$ cat config.mk
export PLATFORM = sky130hd
export DESIGN_NAME = pulse_rate_anemometer_unit_flat
export DESIGN_NICKNAME = d
export VERILOG_FILES = /design/src/pra_pkg.sv /design/src/pra_if.sv /design/src/pra_regs.sv /design/src/pra_div.sv /design/src/pulse_rate_anemometer_unit.sv /design/src/flat_wrapper.sv
export SDC_FILE = /design/constraint.sdc
export NUM_CORES = 2
export LEC_CHECK = 0
export CAP_MARGIN = 20
export CORE_UTILIZATION = 50
export CTS_CLUSTER_DIAMETER = 200
export DETAILED_ROUTE_END_ITERATION = 6
export DONT_BUFFER_PORTS = 1
export PLACE_DENSITY = 0.68
export SYNTH_ARGS = -nofsm -noshare
export SYNTH_HDL_FRONTEND = slang
export SYNTH_SLANG_ARGS = --single-unit
$ cat constraint.sdc
create_clock -name clk_i -period 8.3 [get_ports clk_i]
set_input_delay 2.075 -clock clk_i [delete_from_list [all_inputs] [get_ports clk_i]]
set_output_delay 2.075 -clock clk_i [all_outputs]
set_load 0.02 [all_outputs]
$ cat src/pra_pkg.sv
// shared types and constants of the pulse rate anemometer
package pra_pkg;

  // item operation codes
  localparam logic OP_PIN   = 1'b0;
  localparam logic OP_QUERY = 1'b1;

  // register select (byte address bit 2)
  localparam logic REG_SPEED_MULT = 1'b0;
  localparam logic REG_DEBOUNCE   = 1'b1;

  localparam logic [15:0] SPEED_MULT_RST = 16'd256;
  localparam logic [15:0] DEBOUNCE_RST   = 16'd500;

  // 500000 Hz*us in q16.16 = 32768000000
  localparam int unsigned NUM_W = 35;
  localparam logic [NUM_W-1:0] RATE_NUM = 35'h7_A120_0000;

  // periods below this give a quotient above 32 bits
  localparam logic [31:0] MIN_PERIOD = 32'd8;

  localparam logic [31:0] RATE_SAT = 32'hFFFF_FFFF;

  typedef struct packed {
    logic [15:0] speed_mult;
    logic [15:0] debounce_us;
  } pra_cfg_t;

endpackage

$ cat src/pra_if.sv
// valid/ready channels carrying input and result words
interface pra_in_if;
  logic        valid;
  logic        ready;
  logic        op;
  logic [31:0] time_us;
  logic        pin_level;

  modport source (output valid, output op, output time_us, output pin_level, input ready);
  modport sink   (input valid, input op, input time_us, input pin_level, output ready);
endinterface

interface pra_out_if;
  logic        valid;
  logic        ready;
  logic [31:0] speed;
  logic        stalled;
  logic [31:0] pulse_total;
  logic [31:0] bounce_total;

  modport source (output valid, output speed, output stalled, output pulse_total,
                  output bounce_total, input ready);
  modport sink   (input valid, input speed, input stalled, input pulse_total,
                  input bounce_total, output ready);
endinterface

$ cat src/pra_regs.sv
// apb configuration registers
module pra_regs import pra_pkg::*; (
  input  logic        clk_i,
  input  logic        rst_ni,
  input  logic        psel,
  input  logic        penable,
  input  logic        pwrite,
  input  logic [2:0]  paddr,
  input  logic [31:0] pwdata,
  output logic [31:0] prdata,
  output logic        pready,
  output pra_cfg_t    cfg_o
);

  pra_cfg_t cfg_q;
  logic     wr_en;

  assign pready = 1'b1;
  assign wr_en  = psel & penable & pwrite;
  assign cfg_o  = cfg_q;

  always_ff @(posedge clk_i or negedge rst_ni) begin
    if (!rst_ni) begin
      cfg_q.speed_mult  <= SPEED_MULT_RST;
      cfg_q.debounce_us <= DEBOUNCE_RST;
    end else if (wr_en) begin
      unique case (paddr[2])
        REG_SPEED_MULT: cfg_q.speed_mult  <= pwdata[15:0];
        REG_DEBOUNCE:   cfg_q.debounce_us <= pwdata[15:0];
      endcase
    end
  end

  always_comb begin
    unique case (paddr[2])
      REG_SPEED_MULT: prdata = {16'd0, cfg_q.speed_mult};
      REG_DEBOUNCE:   prdata = {16'd0, cfg_q.debounce_us};
    endcase
  end

endmodule

$ cat src/pra_div.sv
// radix-2 restoring divider of the fixed rate numerator by a period
module pra_div import pra_pkg::*; (
  input  logic        clk_i,
  input  logic        rst_ni,
  input  logic        start_i,
  input  logic [31:0] divisor_i,
  output logic        done_o,
  output logic [31:0] quot_o
);

  logic             busy_q;
  logic             done_q;
  logic [5:0]       cnt_q;
  logic [31:0]      rem_q;
  logic [31:0]      den_q;
  logic [NUM_W-1:0] quot_q;
  logic [32:0]      rem_sh;
  logic [33:0]      trial;
  logic             ge;

  // shift in the next numerator bit and try the subtract
  assign rem_sh = {rem_q, RATE_NUM[cnt_q]};
  assign trial  = {1'b0, rem_sh} - {2'b00, den_q};
  assign ge     = ~trial[33];

  always_ff @(posedge clk_i or negedge rst_ni) begin
    if (!rst_ni) begin
      busy_q <= 1'b0;
      done_q <= 1'b0;
      cnt_q  <= '0;
    end else begin
      done_q <= 1'b0;
      if (start_i) begin
        busy_q <= 1'b1;
        cnt_q  <= 6'(NUM_W - 1);
      end else if (busy_q) begin
        cnt_q <= cnt_q - 6'd1;
        if (cnt_q == 6'd0) begin
          busy_q <= 1'b0;
          done_q <= 1'b1;
        end
      end
    end
  end

  always_ff @(posedge clk_i) begin
    if (start_i) begin
      rem_q  <= '0;
      quot_q <= '0;
      den_q  <= divisor_i;
    end else if (busy_q) begin
      rem_q  <= ge ? trial[31:0] : rem_sh[31:0];
      quot_q <= {quot_q[NUM_W-2:0], ge};
    end
  end

  assign done_o = done_q;
  // divisor is at least MIN_PERIOD, so the quotient fits 32 bits
  assign quot_o = quot_q[31:0];

endmodule

$ cat src/pulse_rate_anemometer_unit.sv
// top level of the reed switch anemometer: sequencer, state and shared multiplier
//
//  channel   dir  handshake        payload
//  in_i      in   valid/ready      op, time_us, pin_level
//  out_o     out  valid/ready      speed, stalled, pulse_total, bounce_total
//  apb       in   psel/penable     paddr, pwdata -> prdata (pready tied high)
//
// a rising edge, the arming edge or a bounce is settled in the decide state; a counted
// edge and a query run the 35-step serial divide of the rate numerator by the period
// (periods under 8 us skip it and saturate)
// in_i.ready is high only while the sequencer is idle; one result word waits in
// the output register, so the next item may enter while it is still unread
// a query that finishes while that register is still full holds until it drains
// reset restores the register defaults and the waiting-for-first-edge state
module pulse_rate_anemometer_unit import pra_pkg::*; (
  input  logic        clk_i,
  input  logic        rst_ni,
  pra_in_if.sink      in_i,
  pra_out_if.source   out_o,
  input  logic        psel,
  input  logic        penable,
  input  logic        pwrite,
  input  logic [2:0]  paddr,
  input  logic [31:0] pwdata,
  output logic [31:0] prdata,
  output logic        pready
);

  // sequencer codes
  localparam logic [2:0] S_IDLE   = 3'd0;
  localparam logic [2:0] S_DECIDE = 3'd1;
  localparam logic [2:0] S_DIV    = 3'd2;
  localparam logic [2:0] S_APPLY  = 3'd3;
  localparam logic [2:0] S_CHECK  = 3'd4;
  localparam logic [2:0] S_SPD    = 3'd5;

  pra_cfg_t cfg;

  logic [2:0]  state_q, state_d;

  // latched item
  logic        op_q;
  logic        level_q;
  logic [31:0] time_q;

  // block state
  logic [31:0] avg_q, avg_d;
  logic [31:0] last_q, last_d;
  logic        armed_q, armed_d;
  logic [31:0] pulse_q, pulse_d;
  logic [31:0] bounce_q, bounce_d;

  // working registers
  logic [31:0] rate_q, rate_d;
  logic [47:0] prod_q;
  logic [31:0] mul_a;

  // output register
  logic        out_valid_q, out_valid_d;
  logic [31:0] speed_q, speed_d;
  logic        stalled_q, stalled_d;
  logic [31:0] pt_q, bt_q;
  logic        out_load;

  logic        in_fire;
  logic [31:0] diff;
  logic        div_start;
  logic        div_done;
  logic [31:0] div_quot;
  logic        slot_free;
  logic [32:0] avg_sum;

  pra_regs u_regs (
    .clk_i   (clk_i),
    .rst_ni  (rst_ni),
    .psel    (psel),
    .penable (penable),
    .pwrite  (pwrite),
    .paddr   (paddr),
    .pwdata  (pwdata),
    .prdata  (prdata),
    .pready  (pready),
    .cfg_o   (cfg)
  );

  pra_div u_div (
    .clk_i     (clk_i),
    .rst_ni    (rst_ni),
    .start_i   (div_start),
    .divisor_i (diff),
    .done_o    (div_done),
    .quot_o    (div_quot)
  );

  assign in_i.ready = (state_q == S_IDLE);
  assign in_fire    = in_i.valid & in_i.ready;

  // elapsed time since the last accepted edge, modulo 2^32
  assign diff      = time_q - last_q;
  assign slot_free = ~out_valid_q | out_o.ready;
  assign avg_sum   = {1'b0, avg_q} + {1'b0, rate_q};

  // shared 32x16 multiplier: rate for the stall test (kept while a stalled
  // word waits for the output register), then the average
  assign mul_a = (state_q == S_APPLY || (state_q == S_CHECK && prod_q[47:24] == 24'd0))
               ? rate_q : avg_q;

  always_ff @(posedge clk_i) begin
    prod_q <= 48'(mul_a) * 48'(cfg.speed_mult);
  end

  always_comb begin
    state_d     = state_q;
    avg_d       = avg_q;
    last_d      = last_q;
    armed_d     = armed_q;
    pulse_d     = pulse_q;
    bounce_d    = bounce_q;
    rate_d      = rate_q;
    div_start   = 1'b0;
    out_load    = 1'b0;
    speed_d     = speed_q;
    stalled_d   = stalled_q;
    out_valid_d = out_valid_q & ~out_o.ready;

    unique case (state_q)
      S_IDLE: begin
        if (in_fire) begin
          state_d = S_DECIDE;
        end
      end
      S_DECIDE: begin
        priority if (op_q == OP_PIN && level_q) begin
          // rising edge changes nothing
          state_d = S_IDLE;
        end else if (op_q == OP_PIN && armed_q) begin
          last_d  = time_q;
          armed_d = 1'b0;
          state_d = S_IDLE;
        end else if (op_q == OP_PIN && diff < {16'd0, cfg.debounce_us}) begin
          bounce_d = bounce_q + 32'd1;
          state_d  = S_IDLE;
        end else begin
          if (op_q == OP_PIN) begin
            pulse_d = pulse_q + 32'd1;
          end
          if (diff < MIN_PERIOD) begin
            rate_d  = RATE_SAT;
            state_d = S_APPLY;
          end else begin
            div_start = 1'b1;
            state_d   = S_DIV;
          end
        end
      end
      S_DIV: begin
        if (div_done) begin
          rate_d  = div_quot;
          state_d = S_APPLY;
        end
      end
      S_APPLY: begin
        if (op_q == OP_PIN) begin
          // average the new rate with the running average, no overflow
          avg_d   = avg_sum[32:1];
          last_d  = time_q;
          state_d = S_IDLE;
        end else begin
          state_d = S_CHECK;
        end
      end
      S_CHECK: begin
        // product is q24.24, stall below 1.0
        if (prod_q[47:24] == 24'd0) begin
          if (slot_free) begin
            armed_d     = 1'b1;
            out_load    = 1'b1;
            speed_d     = '0;
            stalled_d   = 1'b1;
            out_valid_d = 1'b1;
            state_d     = S_IDLE;
          end
        end else begin
          state_d = S_SPD;
        end
      end
      S_SPD: begin
        if (slot_free) begin
          out_load    = 1'b1;
          speed_d     = (prod_q[47:40] != 8'd0) ? RATE_SAT : prod_q[39:8];
          stalled_d   = 1'b0;
          out_valid_d = 1'b1;
          state_d     = S_IDLE;
        end
      end
      default: begin
        state_d = S_IDLE;
      end
    endcase
  end

  always_ff @(posedge clk_i or negedge rst_ni) begin
    if (!rst_ni) begin
      state_q     <= S_IDLE;
      avg_q       <= '0;
      last_q      <= '0;
      armed_q     <= 1'b1;
      pulse_q     <= '0;
      bounce_q    <= '0;
      out_valid_q <= 1'b0;
    end else begin
      state_q     <= state_d;
      avg_q       <= avg_d;
      last_q      <= last_d;
      armed_q     <= armed_d;
      pulse_q     <= pulse_d;
      bounce_q    <= bounce_d;
      out_valid_q <= out_valid_d;
    end
  end

  always_ff @(posedge clk_i) begin
    rate_q <= rate_d;
    if (in_fire) begin
      op_q    <= in_i.op;
      time_q  <= in_i.time_us;
      level_q <= in_i.pin_level;
    end
    if (out_load) begin
      speed_q   <= speed_d;
      stalled_q <= stalled_d;
      pt_q      <= pulse_q;
      bt_q      <= bounce_q;
    end
  end

  assign out_o.valid        = out_valid_q;
  assign out_o.speed        = speed_q;
  assign out_o.stalled      = stalled_q;
  assign out_o.pulse_total  = pt_q;
  assign out_o.bounce_total = bt_q;

endmodule

$ cat src/flat_wrapper.sv
// flat-port wrapper written by rule: the top's interface ports become plain ports
module pulse_rate_anemometer_unit_flat import pra_pkg::*;
  (clk_i, rst_ni, psel, penable, pwrite, paddr, pwdata, prdata, pready, in_i_valid, in_i_op, in_i_time_us, in_i_pin_level, in_i_ready, out_o_valid, out_o_speed, out_o_stalled, out_o_pulse_total, out_o_bounce_total, out_o_ready);
  pra_in_if in_i_i ();
  pra_out_if out_o_i ();
  input  logic clk_i;
  input  logic rst_ni;
  input  logic psel;
  input  logic penable;
  input  logic pwrite;
  input  logic [2:0] paddr;
  input  logic [31:0] pwdata;
  output logic [31:0] prdata;
  output logic pready;
  input wire logic [$bits(in_i_i.valid)-1:0] in_i_valid;
  input wire logic [$bits(in_i_i.op)-1:0] in_i_op;
  input wire logic [$bits(in_i_i.time_us)-1:0] in_i_time_us;
  input wire logic [$bits(in_i_i.pin_level)-1:0] in_i_pin_level;
  output wire logic [$bits(in_i_i.ready)-1:0] in_i_ready;
  output wire logic [$bits(out_o_i.valid)-1:0] out_o_valid;
  output wire logic [$bits(out_o_i.speed)-1:0] out_o_speed;
  output wire logic [$bits(out_o_i.stalled)-1:0] out_o_stalled;
  output wire logic [$bits(out_o_i.pulse_total)-1:0] out_o_pulse_total;
  output wire logic [$bits(out_o_i.bounce_total)-1:0] out_o_bounce_total;
  input wire logic [$bits(out_o_i.ready)-1:0] out_o_ready;
  assign in_i_i.valid = in_i_valid;
  assign in_i_i.op = in_i_op;
  assign in_i_i.time_us = in_i_time_us;
  assign in_i_i.pin_level = in_i_pin_level;
  assign in_i_ready = in_i_i.ready;
  assign out_o_valid = out_o_i.valid;
  assign out_o_speed = out_o_i.speed;
  assign out_o_stalled = out_o_i.stalled;
  assign out_o_pulse_total = out_o_i.pulse_total;
  assign out_o_bounce_total = out_o_i.bounce_total;
  assign out_o_i.ready = out_o_ready;
  pulse_rate_anemometer_unit u_core (.clk_i(clk_i), .rst_ni(rst_ni), .in_i(in_i_i), .out_o(out_o_i), .psel(psel), .penable(penable), .pwrite(pwrite), .paddr(paddr), .pwdata(pwdata), .prdata(prdata), .pready(pready));
endmodule
Yosys cells after proc, flatten, opt, wreduce, memory -nomap -nowiden
Memory sizes are Yosys's and may differ from the RTL's. Cells that the tools add are included. Widths: inputs -> output; s select.

Memories: 1. Register bits after elaboration: 480. Memory bits (read-only): 64. Output and inout port bits: 132.

Memory list: (no name shown) (words 64, width 1, rd ports 1, clocked after memory_dff 0, write ports 0, line pra_div.sv:22) `assign rem_sh = {rem_q, RATE_NUM[cnt_q]};`.

Bitwise operators: 13. Multipliers: 1. Reduce and logical (&&, ||, !) cells: 24. Add/sub/neg operators: 6. Equality and inequality tests: 16. Order comparisons: 3. Mux-type cells: 55.

Operators by type and width (number): $mux 32 (14); $pmux 32 s2 (4); $add 32x1->32 const B (2); $mul 32x16->48 (1); $sub 33x32->34 (1); $add 32x32->33 (1); $lt 32x16->1 (1); $lt 32x4->1 const B (1); $sub 32x32->32 (1); $logic_not 24->1 (1); $mux 3 (8); $mux 1 (22); $pmux 3 s6 (1); $reduce_and 5->1 (3); $ne 2x2->1 const B (7); $mux 6 (2); $reduce_bool 2->1 (5); $ne 2x1->1 const B (4); $not 1->1 (8); $pmux 1 s2 (4); $reduce_and 2->1 (4); $reduce_and 4->1 (2); $reduce_bool 8->1 (1); $lt 6x7->1 const B (1); other kinds (11) (19).

Longest topological paths before layout
Depth in word-level cells: 8. Mapped depth: 33. Gate-level depth less buffers: 30.

Cells and area by module
A second synthesis with hierarchy kept.

Cell total of the unflattened synthesis: 3964. Area, all modules: 39496.6 um2.

By module, submodules not included: pulse_rate_anemometer_unit (seq. area each 9024.9 um2, instances 1, cells an instance 3255, area each 32213.4 um2); pra_div (seq. area each 2442.3 um2, instances 1, cells an instance 604, area each 5676.7 um2); pra_regs (seq. area each 809.5 um2, instances 1, cells an instance 105, area each 1606.5 um2).

Worst setup path after synthesis
OpenSTA, ideal clock, no wires.

Path kind: register to register. Start: register u_core.prod_q[35]. End: register u_core.prod_q[45]. Cell stages (with the launch flop): 27. Buffers on the path: 3. Setup time: 0.118 ns. Setup slack: 0.294 ns. Arrival: 7.888 ns. Cell sequence: dfxtp_1 > nor4_1 > nand4_1 > o41ai_4 > clkbuf_1 > mux2_2 > clkbuf_1 > and2_1 > fa_1 > fa_1 > fa_1 > fa_1 > fa_1 > inv_1 > fa_1 > inv_1 > ha_1 > clkbuf_1 > nand2_1 > o21ai_0 > o21ai_0 > o41ai_2 > a21oi_1 > o211a_1 > o31ai_1 > a21oi_1 > xnor2_1.

Word-level cells in the longest chain between the ends: 5.

RTL lines: start: declaration (line pulse_rate_anemometer_unit.sv:55) `logic [47:0] prod_q;`; start signal: assignment (line pulse_rate_anemometer_unit.sv:109) `prod_q <= 48'(mul_a) * 48'(cfg.speed_mult);`; $logic_not 24->1 (line pulse_rate_anemometer_unit.sv:105) `assign mul_a = (state_q == S_APPLY || (state_q == S_CHECK && prod_q[47:24] == 24'd0))`; $logic_and 1x1->1 (line pulse_rate_anemometer_unit.sv:105); $logic_or 1x1->1 (line pulse_rate_anemometer_unit.sv:105); $mux 32 (line pulse_rate_anemometer_unit.sv:106) `? rate_q : avg_q;`; $mul 32x16->48 (line pulse_rate_anemometer_unit.sv:109).

No other way between the ends. A chain may end at the register's enable or synchronous reset.

Final worst setup path
Start: register u_core.prod_q[47]. End: register u_core.prod_q[44].

Same word-level chain as after synthesis.

==> flow_metrics.tcl <==
set metrics [dict create \
    status "finished, final reports clean" \
    arrival_ps 8620 \
    worst-path-buf-inv 9 \
    whs_path_depth 0 \
    dp_hpwl_um 67100 \
    drv_slew 0 \
    htree_levels 2 \
    start_kind "flip-flop" \
    clkTransAtPathRegs_ps 60 \
    gp_congestion 0.908 \
    grt_usage_pct 23.2 \
    vias 27500 \
    timing.final.crit_share_pct 97.2 \
    setup_viol 0 \
    cap_violations 0 \
    dieArea_um2 79700 \
    period_needed_ps 8070 \
    crit-reg2reg-launch "u_core.prod_q[47]" \
    drive_above_1_share_pct 10.6 \
    die_y_um 282 \
    start_util_pct 50.7 \
    avgSynthCellArea_um2 9.87 \
    finalClockSkew_ps 52.5 \
    async_flop_share_pct 36.7 \
    drc 0 \
    first_global_vias 28500 \
    yosys_warnings 0 \
    syn2layout_area_growth_pct 9.65 \
    cp_top_family "adder cells" \
    cts.path.max_buffers 3 \
    cts_tree "yes" \
    r2r_end "u_core.prod_q[44]" \
    drt-initial-drc-count 1630 \
    portBuffers 0 \
    core-area_um2 77600 \
    synth_edf_count 195 \
    rrSetupSlack_ps 230 \
    grt.overflow.total 0 \
    io_pins 208 \
    nets 4747 \
    max_stage_delay_ps 590 \
    cts_made_buffers 53 \
    clkLatencyLatePin_ps 630 \
    crit_top_cell "fa_1" \
    antenna_found_initial 1 \
    tightest_slew_ps 1080 \
    drt-total-wl_um 89400 \
    hold_start "u_core.pulse_q[24]" \
    holdPathEnd "u_core.out_o.pulse_total[24]" \
    detail_route.first_pass.iterations 5 \
    hp-class "reg2reg" \
    diodes 0 \
    dieWidth_um 282 \
    synthFlopType "edfxtp_1" \
    fmax_ghz 0.124 \
    crit_type "reg2reg" \
    root_buffer "clkbuf_16" \
    synth_seq_area_share_pct 31.2 \
    critPathCaptureType "flip-flop" \
    detail_route.wl_per_cell_um 17.5 \
    clock-sinks 472 \
    rr_worst_depth 29 \
    rows 102 \
    critPathMaxFanout 11 \
    synthDistinctLibCells 89 \
    nFillCells 6892 \
    final_common_cell "inv_1" \
    grt_pass1_wl_um 147000 \
    fin_worst_hold_slack_ps 454 \
    postSynthCellCount 3981 \
    vias_per_cell 5.38 \
    netlist_area_um2 39300 \
    final_cell_mix "589 x inv_1, 458 x nand2_1, 419 x fa_1" \
    relSlewSlack_pct 27.8 \
    synth_seq_cells 472 \
    critPathRequiredTime_ps 8850 \
    grt_max_degree 174 \
    finalSetupTns_ps 0 \
    ant_nets 0 \
    hold_viol_final 0 \
    slowest_stage "fa_1" \
]
cell usage after synthesis, types with 16 or more instances:
| master | count | area, µm² |
|---|---|---|
| mux2i_1 | 45 | 450 |
| dfxtp_1 | 104 | 2080 |
| nand3_1 | 51 | 255 |
| and2_1 | 220 | 1380 |
| dfrtp_1 | 165 | 4130 |
| mux2_2 | 115 | 1290 |
| o21a_1 | 22 | 165 |
| edfxtp_1 | 195 | 5860 |
| nor2_1 | 244 | 916 |
| clkbuf_1 | 149 | 559 |
| nor3_1 | 43 | 215 |
| nand2b_1 | 54 | 338 |
| and3_1 | 16 | 100 |
| nand2_1 | 459 | 1720 |
| o211ai_1 | 24 | 180 |
| a21o_1 | 72 | 541 |
| xor2_1 | 89 | 780 |
| a211oi_1 | 19 | 143 |
| nor2b_1 | 17 | 106 |
| a21oi_1 | 120 | 601 |
| buf_4 | 17 | 128 |
| o21ai_0 | 128 | 641 |
| fa_1 | 420 | 8410 |
| xnor2_1 | 85 | 744 |
| ha_1 | 230 | 2880 |
| inv_1 | 589 | 2210 |
| nand4_1 | 31 | 194 |
metal layers:
metal	track usage (%)	vias up	routed length, µm
met2	39.6	712	43400
li1	-	13000	-
met4	7.69	2	2960
met1	29.1	13600	37300
met5	0	-	17
met3	4.83	180	5670
worst register-to-register path: cells and delay by family (launching register included):
| kind | cells | cell delay [ps] |
|---|---|---|
| fa+ha+maj | 7 | 3530 |
| compound gates | 6 | 1380 |
| buf+inv | 9 | 1310 |
| simple gates | 5 | 910 |
| mux | 1 | 410 |
| flops | 1 | 310 |
| xor+xnor | 1 | 140 |
repair_timing:
item / in CTS / in global routing
cloned: 0 / 1
gates resized for setup: 4 / 21
hold buffers: 0 / 0
setup endpoints to repair: 7 / 18
setup buffers: 0 / 2
pin swaps: 0 / 8
kinds of logic (layout without fill, tap and decap cells):
logic type	Yosys count	in the layout	synth area share (%)
xor+xnor	177	177	4.00
mux	160	160	4.44
fa+ha+maj	650	650	28.7
buf+inv	777	847	7.67
flops	472	472	31.2
compound gates	524	524	8.91
other cells	2	17	0.0191
simple gates	1219	1219	15.0
registers in the layout (all words and copies together) (netlist names), 3 cells and up:
signal and count:
u_core.avg_q 32, u_core.u_div.den_q 32, u_core.out_o.pulse_total 32, u_core.time_q 32
u_core.u_div.rem_q 32, u_core.u_div.quot_q 32, u_core.out_o.speed 32, u_core.out_o.bounce_total 32
u_core.bounce_q 32, u_core.u_div.cnt_q 6, u_core.prod_q 40, u_core.u_regs.cfg_o 32
u_core.last_q 32, u_core.rate_q 32, u_core.state_q 3, u_core.pulse_q 32
layout make-up:
cell class / count / area (µm²) / share of cell area [%]
clock buffer: 69 / 1430 / 3.31
clock inverter: 31 / 382 / 0.885
inverter: 589 / 2210 / 5.13
multi-input combinational: 2747 / 24200 / 56.2
sequential: 472 / 12300 / 28.5
tap: 1040 / 1300 / 3.02
timing repair buffer: 158 / 1260 / 2.93
worst max-delay path by stage:
stage                      start                 to  slack [ps]  cells after the start
2_1_floorplan  u_core.prod_q[35]  u_core.prod_q[45]         290                     26
3_3_place_gp   u_core.prod_q[39]  u_core.prod_q[45]         -30                     30
3_5_place_dp   u_core.prod_q[39]  u_core.prod_q[44]        -150                     28
4_1_cts        u_core.prod_q[39]  u_core.prod_q[44]          80                     28
5_1_grt        u_core.prod_q[47]  u_core.prod_q[45]         -30                     33
6_report       u_core.prod_q[47]  u_core.prod_q[44]         230                     29
metrics by stage:
stage / instances / area [µm²] / setup WS (ps) / util [%]
after global routing: 5106 / 43100 / -32.6 / 55.5
after CTS: 5101 / 42900 / 80.5 / 55.3
after global placement: 5001 / 41100 / -32.5 / 53.0
final: 5106 / 43100 / 233 / 55.5
after floorplan: 3996 / 39400 / 294 / -
after detailed placement: 5001 / 41100 / -150 / 53.0
Power is left out: the tool's default activity adds up to more than one toggle a clock period on the data nets, which glitch-free logic cannot reach.
